File: config.mk
export PLATFORM = sky130hd
export DESIGN_NAME = midi_clock_sync_divider_flat
export DESIGN_NICKNAME = d
export VERILOG_FILES = /design/src/mcsd_pkg.sv /design/src/mcsd_if.sv /design/src/mcsd_front.sv /design/src/mcsd_div.sv /design/src/mcsd_back.sv /design/src/midi_clock_sync_divider.sv /design/src/flat_wrapper.sv
export VERILOG_INCLUDE_DIRS = /design/src /design/src/src
export SDC_FILE = /design/constraint.sdc
export NUM_CORES = 2
export LEC_CHECK = 0
export BUFFER_PORTS_ARGS = -buffer_cell sky130_fd_sc_hd__buf_4
export CORE_UTILIZATION = 40
export DETAILED_ROUTE_END_ITERATION = 8
export GPL_TIMING_DRIVEN = 0
export PLACE_DENSITY = 0.57
export SKIP_CTS_REPAIR_TIMING = 1
export SLEW_MARGIN = 5
export SYNTH_ARGS = -nofsm -noshare
export SYNTH_HDL_FRONTEND = slang
export SYNTH_HIERARCHICAL = 1
export SYNTH_SLANG_ARGS = --single-unit
File: constraint.sdc
create_clock -name i_clk -period 9.25 [get_ports i_clk]
set_clock_uncertainty 0.2 [all_clocks]
set_input_delay 0.925 -clock i_clk [delete_from_list [all_inputs] [get_ports i_clk]]
set_output_delay 0.925 -clock i_clk [all_outputs]
set_load 0.1 [all_outputs]
File: src/midi_clock_sync_divider_defines.svh
// assertion macros for the midi clock sync divider
`ifndef MIDI_CLOCK_SYNC_DIVIDER_DEFINES_SVH
`define MIDI_CLOCK_SYNC_DIVIDER_DEFINES_SVH
`ifndef SYNTHESIS
`define MCSD_ASSERT(lbl, clk, rst_n, prop, msg) \
    lbl: assert property (@(posedge clk) disable iff (!rst_n) prop) else $error(msg);
`define MCSD_ASSERT_ALWAYS(lbl, clk, prop, msg) \
    lbl: assert property (@(posedge clk) prop) else $error(msg);
`else
`define MCSD_ASSERT(lbl, clk, rst_n, prop, msg)
`define MCSD_ASSERT_ALWAYS(lbl, clk, prop, msg)
`endif
`endif

File: src/mcsd_pkg.sv
// ----------------------------------------------------------------------------
// mcsd_pkg
// types and constants shared by the midi clock sync divider
// ----------------------------------------------------------------------------
`default_nettype none
package mcsd_pkg;
    localparam logic [1:0] REQ_TIMER = 2'd0;
    localparam logic [1:0] REQ_MIDI  = 2'd1;
    localparam logic [1:0] REQ_START = 2'd2;
    localparam logic [1:0] REQ_STOP  = 2'd3;

    localparam logic [7:0] MIDI_CLOCK    = 8'hF8;
    localparam logic [7:0] MIDI_START    = 8'hFA;
    localparam logic [7:0] MIDI_CONTINUE = 8'hFB;
    localparam logic [7:0] MIDI_STOP     = 8'hFC;

    localparam logic [1:0] MODE_IDLE   = 2'd0;
    localparam logic [1:0] MODE_MASTER = 2'd1;
    localparam logic [1:0] MODE_SLAVE  = 2'd2;

    localparam logic [1:0] CFG_TIMER_PERIOD = 2'd0;
    localparam logic [1:0] CFG_SLAVE_DIV    = 2'd1;
    localparam logic [1:0] CFG_OUT_DIV      = 2'd2;
    localparam logic [1:0] CFG_PULSE_LEN    = 2'd3;

    localparam logic [31:0] SILENCE_US = 32'd500000;
    localparam logic [31:0] LATE_US    = 32'd1000;
    localparam int unsigned RESET_SPAN = 48 * 8;

    // classified command from the front end
    typedef enum logic [2:0] {
        CMD_NONE, CMD_TIMER, CMD_CLOCK, CMD_SSTART, CMD_SCONT, CMD_SSTOP,
        CMD_MSTART, CMD_MSTOP
    } t_cmd;

    typedef struct packed {
        logic        tick_fired;
        logic [31:0] tick_count;
        logic        clock_level;
        logic        clock_changed;
        logic        reset_trigger;
        logic [1:0]  run_mode;
        logic        start_event;
        logic        stop_event;
    } t_result;
endpackage
`default_nettype wire

File: src/mcsd_if.sv
// ----------------------------------------------------------------------------
// mcsd_req_if / mcsd_res_if
// valid/ready channels for requests and results
// ----------------------------------------------------------------------------
`default_nettype none
interface mcsd_req_if;
    logic       valid;
    logic       ready;
    logic [1:0] req_type;
    logic [7:0] midi_byte;
    modport source (output valid, output req_type, output midi_byte, input ready);
    modport sink (input valid, input req_type, input midi_byte, output ready);
endinterface

interface mcsd_res_if;
    logic        valid;
    logic        ready;
    logic        tick_fired;
    logic [31:0] tick_count;
    logic        clock_level;
    logic        clock_changed;
    logic        reset_trigger;
    logic [1:0]  run_mode;
    logic        start_event;
    logic        stop_event;
    modport source (output valid, output tick_fired, output tick_count, output clock_level,
        output clock_changed, output reset_trigger, output run_mode, output start_event,
        output stop_event, input ready);
    modport sink (input valid, input tick_fired, input tick_count, input clock_level,
        input clock_changed, input reset_trigger, input run_mode, input start_event,
        input stop_event, output ready);
endinterface
`default_nettype wire

File: src/mcsd_front.sv
// ----------------------------------------------------------------------------
// mcsd_front
// accepts request beats, classifies them and queues commands (two entries)
// ----------------------------------------------------------------------------
`default_nettype none
module mcsd_front (
    input  wire               i_clk,
    input  wire               i_rst_n,
    input  wire               i_valid,
    output logic              o_ready,
    input  wire  [1:0]        i_req_type,
    input  wire  [7:0]        i_midi_byte,
    output logic              o_cmd_valid,
    output mcsd_pkg::t_cmd    o_cmd,
    input  wire               i_cmd_pop
);
    mcsd_pkg::t_cmd r_q [2];
    logic           r_wp, r_rp;
    logic [1:0]     r_cnt;
    mcsd_pkg::t_cmd w_cls;
    logic           w_push;

    // classify
    always_comb begin
        case (i_req_type)
            mcsd_pkg::REQ_TIMER: w_cls = mcsd_pkg::CMD_TIMER;
            mcsd_pkg::REQ_START: w_cls = mcsd_pkg::CMD_MSTART;
            mcsd_pkg::REQ_STOP:  w_cls = mcsd_pkg::CMD_MSTOP;
            default: begin
                case (i_midi_byte)
                    mcsd_pkg::MIDI_CLOCK:    w_cls = mcsd_pkg::CMD_CLOCK;
                    mcsd_pkg::MIDI_START:    w_cls = mcsd_pkg::CMD_SSTART;
                    mcsd_pkg::MIDI_CONTINUE: w_cls = mcsd_pkg::CMD_SCONT;
                    mcsd_pkg::MIDI_STOP:     w_cls = mcsd_pkg::CMD_SSTOP;
                    default:                 w_cls = mcsd_pkg::CMD_NONE;
                endcase
            end
        endcase
    end

    assign o_ready     = (r_cnt != 2'd2);
    assign w_push      = i_valid && o_ready;
    assign o_cmd_valid = (r_cnt != 2'd0);
    assign o_cmd       = r_q[r_rp];

    // queue storage
    always_ff @(posedge i_clk) begin
        if (w_push) begin
            r_q[r_wp] <= w_cls;
        end
    end

    // queue pointers
    always_ff @(posedge i_clk) begin
        if (!i_rst_n) begin
            r_wp <= 1'b0; r_rp <= 1'b0; r_cnt <= 2'd0;
        end else begin
            if (w_push) r_wp <= ~r_wp;
            if (i_cmd_pop) r_rp <= ~r_rp;
            r_cnt <= r_cnt + {1'b0, w_push} - {1'b0, i_cmd_pop};
        end
    end
endmodule
`default_nettype wire

File: src/mcsd_div.sv
// ----------------------------------------------------------------------------
// mcsd_div
// iterative restoring divider, one quotient bit per cycle
// ----------------------------------------------------------------------------
`default_nettype none
module mcsd_div (
    input  wire         i_clk,
    input  wire         i_rst_n,
    input  wire         i_start,
    input  wire  [31:0] i_num,
    input  wire  [31:0] i_den,
    output logic        o_busy,
    output logic [31:0] o_quo
);
    logic [31:0] r_quo, r_den;
    logic [32:0] r_rem;
    logic [5:0]  r_cnt;
    logic [32:0] w_sh;
    logic [33:0] w_diff;

    assign o_busy = (r_cnt != 6'd0);
    assign o_quo  = r_quo;
    assign w_sh   = {r_rem[31:0], r_quo[31]};
    assign w_diff = {1'b0, w_sh} - {2'b00, r_den};

    // control
    always_ff @(posedge i_clk) begin
        if (!i_rst_n) begin
            r_cnt <= 6'd0;
        end else if (i_start) begin
            r_cnt <= 6'd32;
        end else if (o_busy) begin
            r_cnt <= r_cnt - 6'd1;
        end
    end

    // datapath
    always_ff @(posedge i_clk) begin
        if (i_start) begin
            r_quo <= i_num; r_den <= i_den; r_rem <= 33'd0;
        end else if (o_busy) begin
            if (!w_diff[33]) begin
                r_rem <= w_diff[32:0];
                r_quo <= {r_quo[30:0], 1'b1};
            end else begin
                r_rem <= w_sh;
                r_quo <= {r_quo[30:0], 1'b0};
            end
        end
    end
endmodule
`default_nettype wire

File: src/mcsd_back.sv
// ----------------------------------------------------------------------------
// mcsd_back
// executes commands: mode control, sub-tick scheduling, output divider
// ----------------------------------------------------------------------------
`default_nettype none
`include "midi_clock_sync_divider_defines.svh"
module mcsd_back #(
    parameter int unsigned PPQN = 192
) (
    input  wire                i_clk,
    input  wire                i_rst_n,
    input  wire                i_cmd_valid,
    input  mcsd_pkg::t_cmd     i_cmd,
    output logic               o_cmd_pop,
    input  wire  [15:0]        i_timer_period_us,
    input  wire  [6:0]         i_slave_divisor,
    input  wire  [12:0]        i_out_divisor,
    input  wire  [12:0]        i_pulse_len_ticks,
    output logic               o_res_valid,
    input  wire                i_res_ready,
    output mcsd_pkg::t_result  o_res
);
    // 120 bpm period per divisor unit: 60e6/(120*PPQN)
    localparam int unsigned DefNum = 60000000;
    localparam int unsigned DefDen = 120 * PPQN;

    localparam logic [2:0] ST_IDLE  = 3'd0;
    localparam logic [2:0] ST_DIV   = 3'd1;
    localparam logic [2:0] ST_WAIT  = 3'd2;
    localparam logic [2:0] ST_TICK  = 3'd3;
    localparam logic [2:0] ST_GATE  = 3'd4;
    localparam logic [2:0] ST_OUT   = 3'd5;
    localparam logic [2:0] ST_DDIV  = 3'd6;

    logic [2:0]  r_st;
    logic [1:0]  r_mode;
    logic [31:0] r_ticks, r_el, r_last, r_next, r_sub, r_per;
    logic [31:0] r_ndiv, r_on, r_off;
    logic [7:0]  r_pend;
    logic [8:0]  r_span;
    logic        r_gate, r_fired, r_chg, r_rst_tr, r_sev, r_pev, r_mod;
    logic        r_ov;
    logic        w_out_busy, w_div_start, w_div_busy;
    logic [31:0] w_div_num, w_div_den, w_div_q;
    logic [6:0]  w_div7;
    logic [8:0]  w_sum, w_cap;
    logic [31:0] w_gap, w_el_t, w_a, w_b;
    logic        w_is384;
    mcsd_pkg::t_result r_res;

    assign w_div7  = (i_slave_divisor == 7'd0) ? 7'd1 : i_slave_divisor;
    assign w_sum   = {1'b0, r_pend} + {2'b00, w_div7};
    assign w_cap   = {1'b0, w_div7, 1'b0};
    assign w_gap   = r_el - r_last;
    assign w_el_t  = r_el + {16'd0, i_timer_period_us};
    assign w_a     = r_ndiv + {19'd0, (i_pulse_len_ticks == 13'd0) ? 13'd1 : i_pulse_len_ticks};
    assign w_b     = r_ndiv + {19'd0, i_out_divisor} - 32'd1;
    // tick count modulo the reset span is tracked alongside the counter
    assign w_is384 = (r_span == 9'd0);

    assign w_out_busy = o_res_valid && !i_res_ready;
    assign o_cmd_pop  = (r_st == ST_IDLE) && i_cmd_valid && !w_out_busy;
    assign o_res_valid = r_ov;

    // divider shared by default-period and sub-period computation
    mcsd_div u_div (
        .i_clk(i_clk), .i_rst_n(i_rst_n), .i_start(w_div_start),
        .i_num(w_div_num), .i_den(w_div_den), .o_busy(w_div_busy), .o_quo(w_div_q)
    );
    assign w_div_start = (r_st == ST_DDIV) || (r_st == ST_DIV);
    assign w_div_num = (r_st == ST_DDIV) ? DefNum * {25'd0, w_div7} : r_per;
    assign w_div_den = (r_st == ST_DDIV) ? 32'(DefDen) : {24'd0, r_pend};

    // main sequencer
    always_ff @(posedge i_clk) begin
        if (!i_rst_n) begin
            r_st <= ST_IDLE; r_mode <= mcsd_pkg::MODE_IDLE; r_ticks <= '0; r_el <= '0;
            r_last <= '0; r_next <= '0; r_sub <= '0; r_per <= '0; r_pend <= '0;
            r_ndiv <= '0; r_on <= '0; r_off <= '0; r_gate <= 1'b0;
            r_fired <= 1'b0; r_chg <= 1'b0; r_rst_tr <= 1'b0; r_sev <= 1'b0;
            r_pev <= 1'b0; r_mod <= 1'b0; r_span <= '0;
        end else begin
            case (r_st)
                ST_IDLE: begin
                    if (o_cmd_pop) begin
                        r_fired <= 1'b0; r_chg <= 1'b0; r_rst_tr <= 1'b0;
                        r_sev <= 1'b0; r_pev <= 1'b0;
                        r_st <= ST_OUT;
                        case (i_cmd)
                            mcsd_pkg::CMD_TIMER: begin
                                if (r_mode == mcsd_pkg::MODE_MASTER) begin
                                    r_el <= w_el_t; r_st <= ST_TICK;
                                end else if (r_mode == mcsd_pkg::MODE_SLAVE) begin
                                    r_el <= w_el_t;
                                    if (r_pend != 8'd0 && w_el_t >= r_next) begin
                                        r_pend <= r_pend - 8'd1;
                                        r_next <= r_next + r_sub;
                                        // silence drop is applied after the tick
                                        r_mod <= (w_el_t - r_last > mcsd_pkg::SILENCE_US);
                                        r_st <= ST_TICK;
                                    end else if (w_el_t - r_last > mcsd_pkg::SILENCE_US) begin
                                        r_mode <= mcsd_pkg::MODE_IDLE;
                                    end
                                end
                            end
                            mcsd_pkg::CMD_CLOCK: begin
                                if (r_mode == mcsd_pkg::MODE_SLAVE) begin
                                    r_pend <= (w_sum < w_cap) ? w_sum[7:0] : w_cap[7:0];
                                    if (w_gap != 32'd0 && r_last != 32'd0) begin
                                        r_per <= w_gap; r_st <= ST_DIV;
                                    end else if (r_per == 32'd0) begin
                                        r_st <= ST_DDIV;
                                    end else begin
                                        r_st <= ST_DIV;
                                    end
                                end
                            end
                            mcsd_pkg::CMD_SSTART: begin
                                if (r_mode != mcsd_pkg::MODE_MASTER) begin
                                    r_mode <= mcsd_pkg::MODE_SLAVE; r_ticks <= '0;
                                    r_pend <= '0; r_ndiv <= '0; r_el <= '0;
                                    r_last <= '0; r_sev <= 1'b1; r_span <= '0;
                                end
                            end
                            mcsd_pkg::CMD_SCONT: begin
                                if (r_mode == mcsd_pkg::MODE_IDLE) begin
                                    r_mode <= mcsd_pkg::MODE_SLAVE; r_el <= '0; r_last <= '0;
                                end
                            end
                            mcsd_pkg::CMD_SSTOP: begin
                                if (r_mode == mcsd_pkg::MODE_SLAVE) begin
                                    r_mode <= mcsd_pkg::MODE_IDLE; r_pev <= 1'b1;
                                end
                            end
                            mcsd_pkg::CMD_MSTART: begin
                                r_mode <= mcsd_pkg::MODE_MASTER; r_ticks <= '0;
                                r_pend <= '0; r_ndiv <= '0; r_el <= '0; r_span <= '0;
                            end
                            mcsd_pkg::CMD_MSTOP: r_mode <= mcsd_pkg::MODE_IDLE;
                            default: ;
                        endcase
                    end
                end
                ST_DDIV: begin
                    r_st <= ST_WAIT;
                    r_mod <= 1'b1;
                end
                ST_DIV: r_st <= ST_WAIT;
                ST_WAIT: begin
                    if (!w_div_busy) begin
                        if (r_mod) begin
                            // default period ready, now the sub-period
                            r_mod <= 1'b0;
                            r_per <= w_div_q;
                            r_st <= ST_DIV;
                        end else begin
                            r_sub <= w_div_q;
                            if (r_el - r_next > mcsd_pkg::LATE_US) r_next <= r_el;
                            else r_next <= r_next + w_div_q;
                            r_last <= r_el;
                            r_st <= ST_OUT;
                        end
                    end
                end
                ST_TICK: begin
                    // divider schedule step
                    if (r_ticks == r_ndiv) begin
                        r_on <= r_ndiv;
                        r_off <= (w_a < w_b) ? w_a : w_b;
                        r_ndiv <= r_ndiv + {19'd0, i_out_divisor};
                    end
                    r_st <= ST_GATE;
                end
                ST_GATE: begin
                    // gate level update, then count
                    if (r_ticks == r_off && (r_ticks == r_on || r_gate)) begin
                        if (r_gate) begin
                            r_chg <= 1'b1; r_rst_tr <= w_is384;
                        end
                        r_gate <= 1'b0;
                    end else if (r_ticks == r_on && !r_gate) begin
                        r_gate <= 1'b1; r_chg <= 1'b1; r_rst_tr <= w_is384;
                    end
                    if (r_ticks == r_on && r_ticks == r_off && !r_gate) begin
                        r_chg <= 1'b1; r_rst_tr <= w_is384;
                    end
                    r_ticks <= r_ticks + 32'd1;
                    r_span <= (r_span == 9'(mcsd_pkg::RESET_SPAN - 1)) ? 9'd0 : r_span + 9'd1;
                    r_fired <= 1'b1;
                    if (r_mod) begin
                        r_mode <= mcsd_pkg::MODE_IDLE; r_mod <= 1'b0;
                    end
                    r_st <= ST_OUT;
                end
                ST_OUT: begin
                    r_st <= ST_IDLE;
                end
                default: r_st <= ST_IDLE;
            endcase
        end
    end

    // result register
    always_ff @(posedge i_clk) begin
        if (!i_rst_n) begin
            r_ov <= 1'b0;
        end else if (r_st == ST_OUT) begin
            r_ov <= 1'b1;
        end else if (i_res_ready) begin
            r_ov <= 1'b0;
        end
    end
    always_ff @(posedge i_clk) begin
        if (r_st == ST_OUT) begin
            r_res.tick_fired    <= r_fired;
            r_res.tick_count    <= r_ticks;
            r_res.clock_level   <= r_gate;
            r_res.clock_changed <= r_chg;
            r_res.reset_trigger <= r_rst_tr;
            r_res.run_mode      <= r_mode;
            r_res.start_event   <= r_sev;
            r_res.stop_event    <= r_pev;
        end
    end
    assign o_res = r_res;

    // assertions
    `MCSD_ASSERT(a_pop_idle, i_clk, i_rst_n, o_cmd_pop |-> !r_ov || i_res_ready,
        "command taken while result stalled")
    `MCSD_ASSERT(a_trig_chg, i_clk, i_rst_n, r_ov |-> !r_res.reset_trigger || r_res.clock_changed,
        "reset trigger without clock change")
    `MCSD_ASSERT(a_mode_ok, i_clk, i_rst_n, r_mode != 2'd3, "illegal run mode")
endmodule
`default_nettype wire

File: src/midi_clock_sync_divider.sv
// ----------------------------------------------------------------------------
// midi_clock_sync_divider
// master/slave tempo clock with MIDI sync and gated output divider
// ----------------------------------------------------------------------------
// usage: requests (timer tick, MIDI byte, master start/stop) enter on i_req,
// one result beat leaves on o_res for every request beat, in order.
// the user must write the configuration registers through i_cfg_we/i_cfg_idx/
// i_cfg_data only while the block is idle; the block does not enforce this.
// a request passes the queue and the back end states idle and out before its
// result is registered; a firing tick adds the tick and gate states; a MIDI
// clock byte in slave mode runs the shared serial divider for the sub-tick
// period, twice when it is still zero and the 120 bpm default comes first.
// one request is executed at a time; a two-beat command queue decouples the
// input side, so requests are taken while the back end works.
// reset clears mode to idle, all counters and times to zero, gate low, and
// registers to 100 us, divisor 8, out divisor 48, pulse length 1.
// when the receiver stalls, the finished result holds and the back end
// waits; the queue fills and then i_req.ready drops.
// ----------------------------------------------------------------------------
`default_nettype none
module midi_clock_sync_divider #(
    parameter int unsigned PPQN = 192
) (
    input  wire         i_clk,
    input  wire         i_rst_n,
    mcsd_req_if.sink    i_req,
    mcsd_res_if.source  o_res,
    input  wire         i_cfg_we,
    input  wire  [1:0]  i_cfg_idx,
    input  wire  [15:0] i_cfg_data
);
    logic [15:0] r_tp;
    logic [6:0]  r_sd;
    logic [12:0] r_od, r_pl;
    logic        w_cv, w_pop, w_rv;
    mcsd_pkg::t_cmd    w_cmd;
    mcsd_pkg::t_result w_res;

    // configuration registers
    always_ff @(posedge i_clk) begin
        if (!i_rst_n) begin
            r_tp <= 16'd100; r_sd <= 7'd8; r_od <= 13'd48; r_pl <= 13'd1;
        end else if (i_cfg_we) begin
            case (i_cfg_idx)
                mcsd_pkg::CFG_TIMER_PERIOD: r_tp <= i_cfg_data;
                mcsd_pkg::CFG_SLAVE_DIV:    r_sd <= i_cfg_data[6:0];
                mcsd_pkg::CFG_OUT_DIV:      r_od <= i_cfg_data[12:0];
                mcsd_pkg::CFG_PULSE_LEN:    r_pl <= i_cfg_data[12:0];
                default: ;
            endcase
        end
    end

    mcsd_front u_front (
        .i_clk(i_clk), .i_rst_n(i_rst_n), .i_valid(i_req.valid), .o_ready(i_req.ready),
        .i_req_type(i_req.req_type), .i_midi_byte(i_req.midi_byte),
        .o_cmd_valid(w_cv), .o_cmd(w_cmd), .i_cmd_pop(w_pop)
    );

    mcsd_back #(.PPQN(PPQN)) u_back (
        .i_clk(i_clk), .i_rst_n(i_rst_n), .i_cmd_valid(w_cv), .i_cmd(w_cmd),
        .o_cmd_pop(w_pop), .i_timer_period_us(r_tp), .i_slave_divisor(r_sd),
        .i_out_divisor(r_od), .i_pulse_len_ticks(r_pl), .o_res_valid(w_rv),
        .i_res_ready(o_res.ready), .o_res(w_res)
    );

    assign o_res.valid         = w_rv;
    assign o_res.tick_fired    = w_res.tick_fired;
    assign o_res.tick_count    = w_res.tick_count;
    assign o_res.clock_level   = w_res.clock_level;
    assign o_res.clock_changed = w_res.clock_changed;
    assign o_res.reset_trigger = w_res.reset_trigger;
    assign o_res.run_mode      = w_res.run_mode;
    assign o_res.start_event   = w_res.start_event;
    assign o_res.stop_event    = w_res.stop_event;
endmodule
`default_nettype wire
File: src/flat_wrapper.sv
// flat-port wrapper written by rule: the top's interface ports become plain ports
module midi_clock_sync_divider_flat 
#(
    parameter int unsigned PPQN = 192
)
  (i_clk, i_rst_n, i_cfg_we, i_cfg_idx, i_cfg_data, i_req_valid, i_req_req_type, i_req_midi_byte, i_req_ready, o_res_valid, o_res_tick_fired, o_res_tick_count, o_res_clock_level, o_res_clock_changed, o_res_reset_trigger, o_res_run_mode, o_res_start_event, o_res_stop_event, o_res_ready);
  mcsd_req_if i_req_i ();
  mcsd_res_if o_res_i ();
  input  wire i_clk;
  input  wire i_rst_n;
  input  wire i_cfg_we;
  input  wire  [1:0] i_cfg_idx;
  input  wire  [15:0] i_cfg_data;
  input wire logic [$bits(i_req_i.valid)-1:0] i_req_valid;
  input wire logic [$bits(i_req_i.req_type)-1:0] i_req_req_type;
  input wire logic [$bits(i_req_i.midi_byte)-1:0] i_req_midi_byte;
  output wire logic [$bits(i_req_i.ready)-1:0] i_req_ready;
  output wire logic [$bits(o_res_i.valid)-1:0] o_res_valid;
  output wire logic [$bits(o_res_i.tick_fired)-1:0] o_res_tick_fired;
  output wire logic [$bits(o_res_i.tick_count)-1:0] o_res_tick_count;
  output wire logic [$bits(o_res_i.clock_level)-1:0] o_res_clock_level;
  output wire logic [$bits(o_res_i.clock_changed)-1:0] o_res_clock_changed;
  output wire logic [$bits(o_res_i.reset_trigger)-1:0] o_res_reset_trigger;
  output wire logic [$bits(o_res_i.run_mode)-1:0] o_res_run_mode;
  output wire logic [$bits(o_res_i.start_event)-1:0] o_res_start_event;
  output wire logic [$bits(o_res_i.stop_event)-1:0] o_res_stop_event;
  input wire logic [$bits(o_res_i.ready)-1:0] o_res_ready;
  assign i_req_i.valid = i_req_valid;
  assign i_req_i.req_type = i_req_req_type;
  assign i_req_i.midi_byte = i_req_midi_byte;
  assign i_req_ready = i_req_i.ready;
  assign o_res_valid = o_res_i.valid;
  assign o_res_tick_fired = o_res_i.tick_fired;
  assign o_res_tick_count = o_res_i.tick_count;
  assign o_res_clock_level = o_res_i.clock_level;
  assign o_res_clock_changed = o_res_i.clock_changed;
  assign o_res_reset_trigger = o_res_i.reset_trigger;
  assign o_res_run_mode = o_res_i.run_mode;
  assign o_res_start_event = o_res_i.start_event;
  assign o_res_stop_event = o_res_i.stop_event;
  assign o_res_i.ready = o_res_ready;
  midi_clock_sync_divider #(.PPQN(PPQN)) u_core (.i_clk(i_clk), .i_rst_n(i_rst_n), .i_req(i_req_i), .o_res(o_res_i), .i_cfg_we(i_cfg_we), .i_cfg_idx(i_cfg_idx), .i_cfg_data(i_cfg_data));
endmodule
==> metrics.txt <==
most common library cell in the layout ignoring fill and taps=sky130_fd_sc_hd__nand2_1; Horiz. Die Dim=321 um; biggest cell delay along the critical path=roughly 0.88 ns; count of antenna-violating nets left after detailed routing=0; vias in the first global route=between 30000 and 40000; nets@finish=5651; launching element type of the critical path=register; most frequent cells in the layout=sky130_fd_sc_hd__nand2_1 (549), sky130_fd_sc_hd__a21oi_1 (446), sky130_fd_sc_hd__dfxtp_1 (410); Cell Rows=about 120; clock period minus worst slack=8.01 ns; arrival time of the worst setup path=~8.3 ns; global-route wire length before repair=roughly 220 mm; actual slew at the worst max-slew pin=between 1 and 1.5 ns; maximum fanout along the worst path=10; number of H-tree levels=3; # Max-Cap Violations=0; count of final max-slew check failures=0; critical path cell sequence=ha_1 -> a21oi_1 -> o21ai_0 -> and3_1 -> a2111oi_2 -> nor2_1 -> and2_1 -> and3_1 -> and3_1 -> xor2_1 -> ha_1 -> nand4_1 -> nor4_1 -> a21oi_1 -> a221oi_1 -> a41oi_1 -> nor2_1 -> clkbuf_1 -> o21ai_0 -> a21oi_1 -> nor2_1; floorplan die height=~320 um; Crit Path Class=reg -> reg; peak ir drop on the vdd network=173 uV; standard cell with the maximum stage delay on the critical path=sky130_fd_sc_hd__a2111oi_2; sequential cell area=11500 um2; area of the die=103000 um2; number of buffers inserted by port buffering=74; detailed-route wire length=144 mm; flop and latch count out of synthesis=520; layout overhead on the synthesized area=11.0%; Worst R2R Setup Slack=1.24 ns; clock sink total=520; effective utilization at floorplan=40.6%; capture point of the worst reg-to-reg path=u_core/u_back/r_next[12]; Total Neg Setup Slack=0 ns; Filler Cell Count=10144; power density normalized to cell area=268 nW/um2; Post-Syn Area per Cell=8.06 um2; Largest register FFs=40; TritonCTS clock tree=yes; maximum operating frequency=125 MHz; number of I/O pins=75; number of antenna violations at the first check in global routing=0; Hold Path Cell Cnt=0; average vias per placed instance=roughly 5.8; type of the tightest min-delay check=reg -> reg; share of post-route cells with drive strength above 1=between 6 and 7%; clk root buf=sky130_fd_sc_hd__clkbuf_16; Iter 0 DRT Violations=4099; number of instances in the placed design=6509; worst min-delay path endpoint=u_core/u_back/o_res[29]; non-filler instance count after layout=~6600; share of flip-flops with an asynchronous set or reset=0%; post-synthesis cell count=5059; Multi-input gate area=27300 um2; Final setup violation count=0; EDFF count, synth=110; DRC violations left=0; maximum number of buffers from clock root to sink=3; clock transition at the register clock pins on the worst setup and hold paths after CTS=0.06 ns; WL per Instance=21.8 um; Remaining Overflow, GRT=0; leakage power total=18.7 nW; proportion of synthesized chip area in sequential cells=28.2%; detailed-router iteration count before antenna repair=5; sort of element at the end of the critical path=register; insertion delay of the later-clocked pin in the worst-skew pair=0.62 ns; final period utilization=86.6%; post-synthesis cell area=40800 um2; GRT Overall Usage=roughly 27%; RePlAce Congestion=0.970; required time of the worst setup path=~9.6 ns; Netlist cell types=around 110; setup repair after global routing missed its margin=no; Final Hold Fails=0; Primary FF master, synth=sky130_fd_sc_hd__dfxtp_1; Via Count=roughly 38000; launch point of the worst hold path=u_core/u_back/r_ticks[22]; antenna cells=0; Detail Placement HPWL=114 mm; Worst R2R Start=u_core/u_back/r_el[14]; relative max-transition margin=between 7 and 8%; Ys Warns=6; number of clock buffers inserted by TritonCTS=66; result of the run=finished, final reports clean; pin count of the biggest net entering global routing=41; area of the core region=101000 um2; Reg2Reg Depth=21
[worst max-delay path by stage]
stage	startpoint	endpoint	slack [ns]	depth (start not counted)
2_1_floorplan	u_core/u_back/r_ndiv[0]	u_core/u_back/r_off[16]	3.30	25
3_3_place_gp	u_core/r_pl[12]	u_core/u_back/r_off[23]	1.40	26
3_5_place_dp	u_core/r_pl[12]	u_core/u_back/r_off[6]	1.44	26
4_1_cts	u_core/r_pl[12]	u_core/u_back/r_off[6]	1.36	26
5_1_grt	u_core/r_pl[12]	u_core/u_back/r_off[5]	0.91	26
6_report	u_core/u_back/r_el[14]	u_core/u_back/r_next[12]	1.24	21
[layout make-up]
type / instances / area share [%]
Multi-Input combinational cell: 4035 / 60.2
Clock buffer: 84 / 3.95
Timing Repair Buffer: 74 / 1.23
Inverter: 243 / 2.01
Sequential cell: 520 / 25.4
Clock inverter: 35 / 0.788
Buffer: 280 / 2.60
Tap cell: 1357 / 3.75
[Yosys cell counts (all sizes together), types with 11 or more instances]
cell	number	area [um2]
nand2	551	2070
xnor2	237	2080
o21bai	33	248
and3	64	402
nor4	47	309
nand3	162	828
a221oi	16	140
buf	59	348
or2	28	175
nor3b	11	92.6
dfxtp	410	8210
mux2i	85	851
nand4	75	469
o21ai	263	1320
xor2	144	1260
o2111ai	14	129
o31ai	16	125
clkbuf	221	830
o32ai	11	104
o31a	11	96.3
or3	41	262
mux2	52	586
o211ai	59	443
a311oi	16	140
o211a	14	140
a21boi	20	150
a211oi	98	781
inv	243	912
nor2b	46	288
nor3	118	601
a21oi	448	2250
fa	24	480
o21a	57	428
ha	374	4680
nand2b	50	320
a2111oi	16	171
a22oi	33	248
and2	62	388
a31oi	54	344
nand3b	20	175
a21o	122	916
edfxtp	110	3300
nor2	385	1450
[where the power goes]
group / total [W] / internal (W) / switching, W
combinational: 0.00622 / 0.00231 / 0.00391
clock: 0.00262 / 0.00152 / 0.00110
sequential: 0.00329 / 0.00278 / 0.000504
[kinds of logic (layout without fill, tap and decap cells)]
| family | after synthesis | in the layout | synth area share, % |
|---|---|---|---|
| other | 1 | 20 | 0.00919 |
| AND/OR/NAND/NOR | 1707 | 1707 | 20.2 |
| XOR/XNOR | 381 | 381 | 8.18 |
| adder cells (fa/ha/maj) | 398 | 398 | 12.6 |
| AO/OA/AOI/OAI | 1392 | 1392 | 22.1 |
| multiplexers | 137 | 137 | 3.52 |
| flip-flops | 520 | 520 | 28.2 |
| buffers and inverters | 523 | 716 | 5.12 |
[layer usage]
layer | share of wire, % | vias to the layer above | global-route usage (%)
met3 | 6.7 | 202 | 3.56
met2 | 44 | 1275 | 42.6
met5 | 0 | - | 0
met1 | 47 | 18274 | 38.9
li1 | - | 18579 | -
met4 | 2.9 | 0 | 7.92
[per-stage QoR]
step	setup WS (ns)	power [W]	hold slack [ns]	cell area [um2]	util, %
global placement	1.40	0.00937	0.216	43100	42.9
CTS	1.36	0.0121	0.231	45300	45.0
global route	0.914	0.0129	0.236	45300	45.0
detailed placement	1.44	0.00939	0.219	43100	42.9
finish	1.24	0.0121	0.231	45300	45.0
floorplan	3.30	0.00760	0.206	40900	-
[worst max-delay path: cells and delay by family (launching register included)]
family	cells	cell delay (ns)
AOI/OAI and AO/OA	8	2.97
and+or+nand+nor	9	2.31
DFF	1	0.80
adders and majority gates	2	0.80
buffers and inverters	1	0.56
xor gates and xnor gates	1	0.21
(Power assumes the default switching activity.)
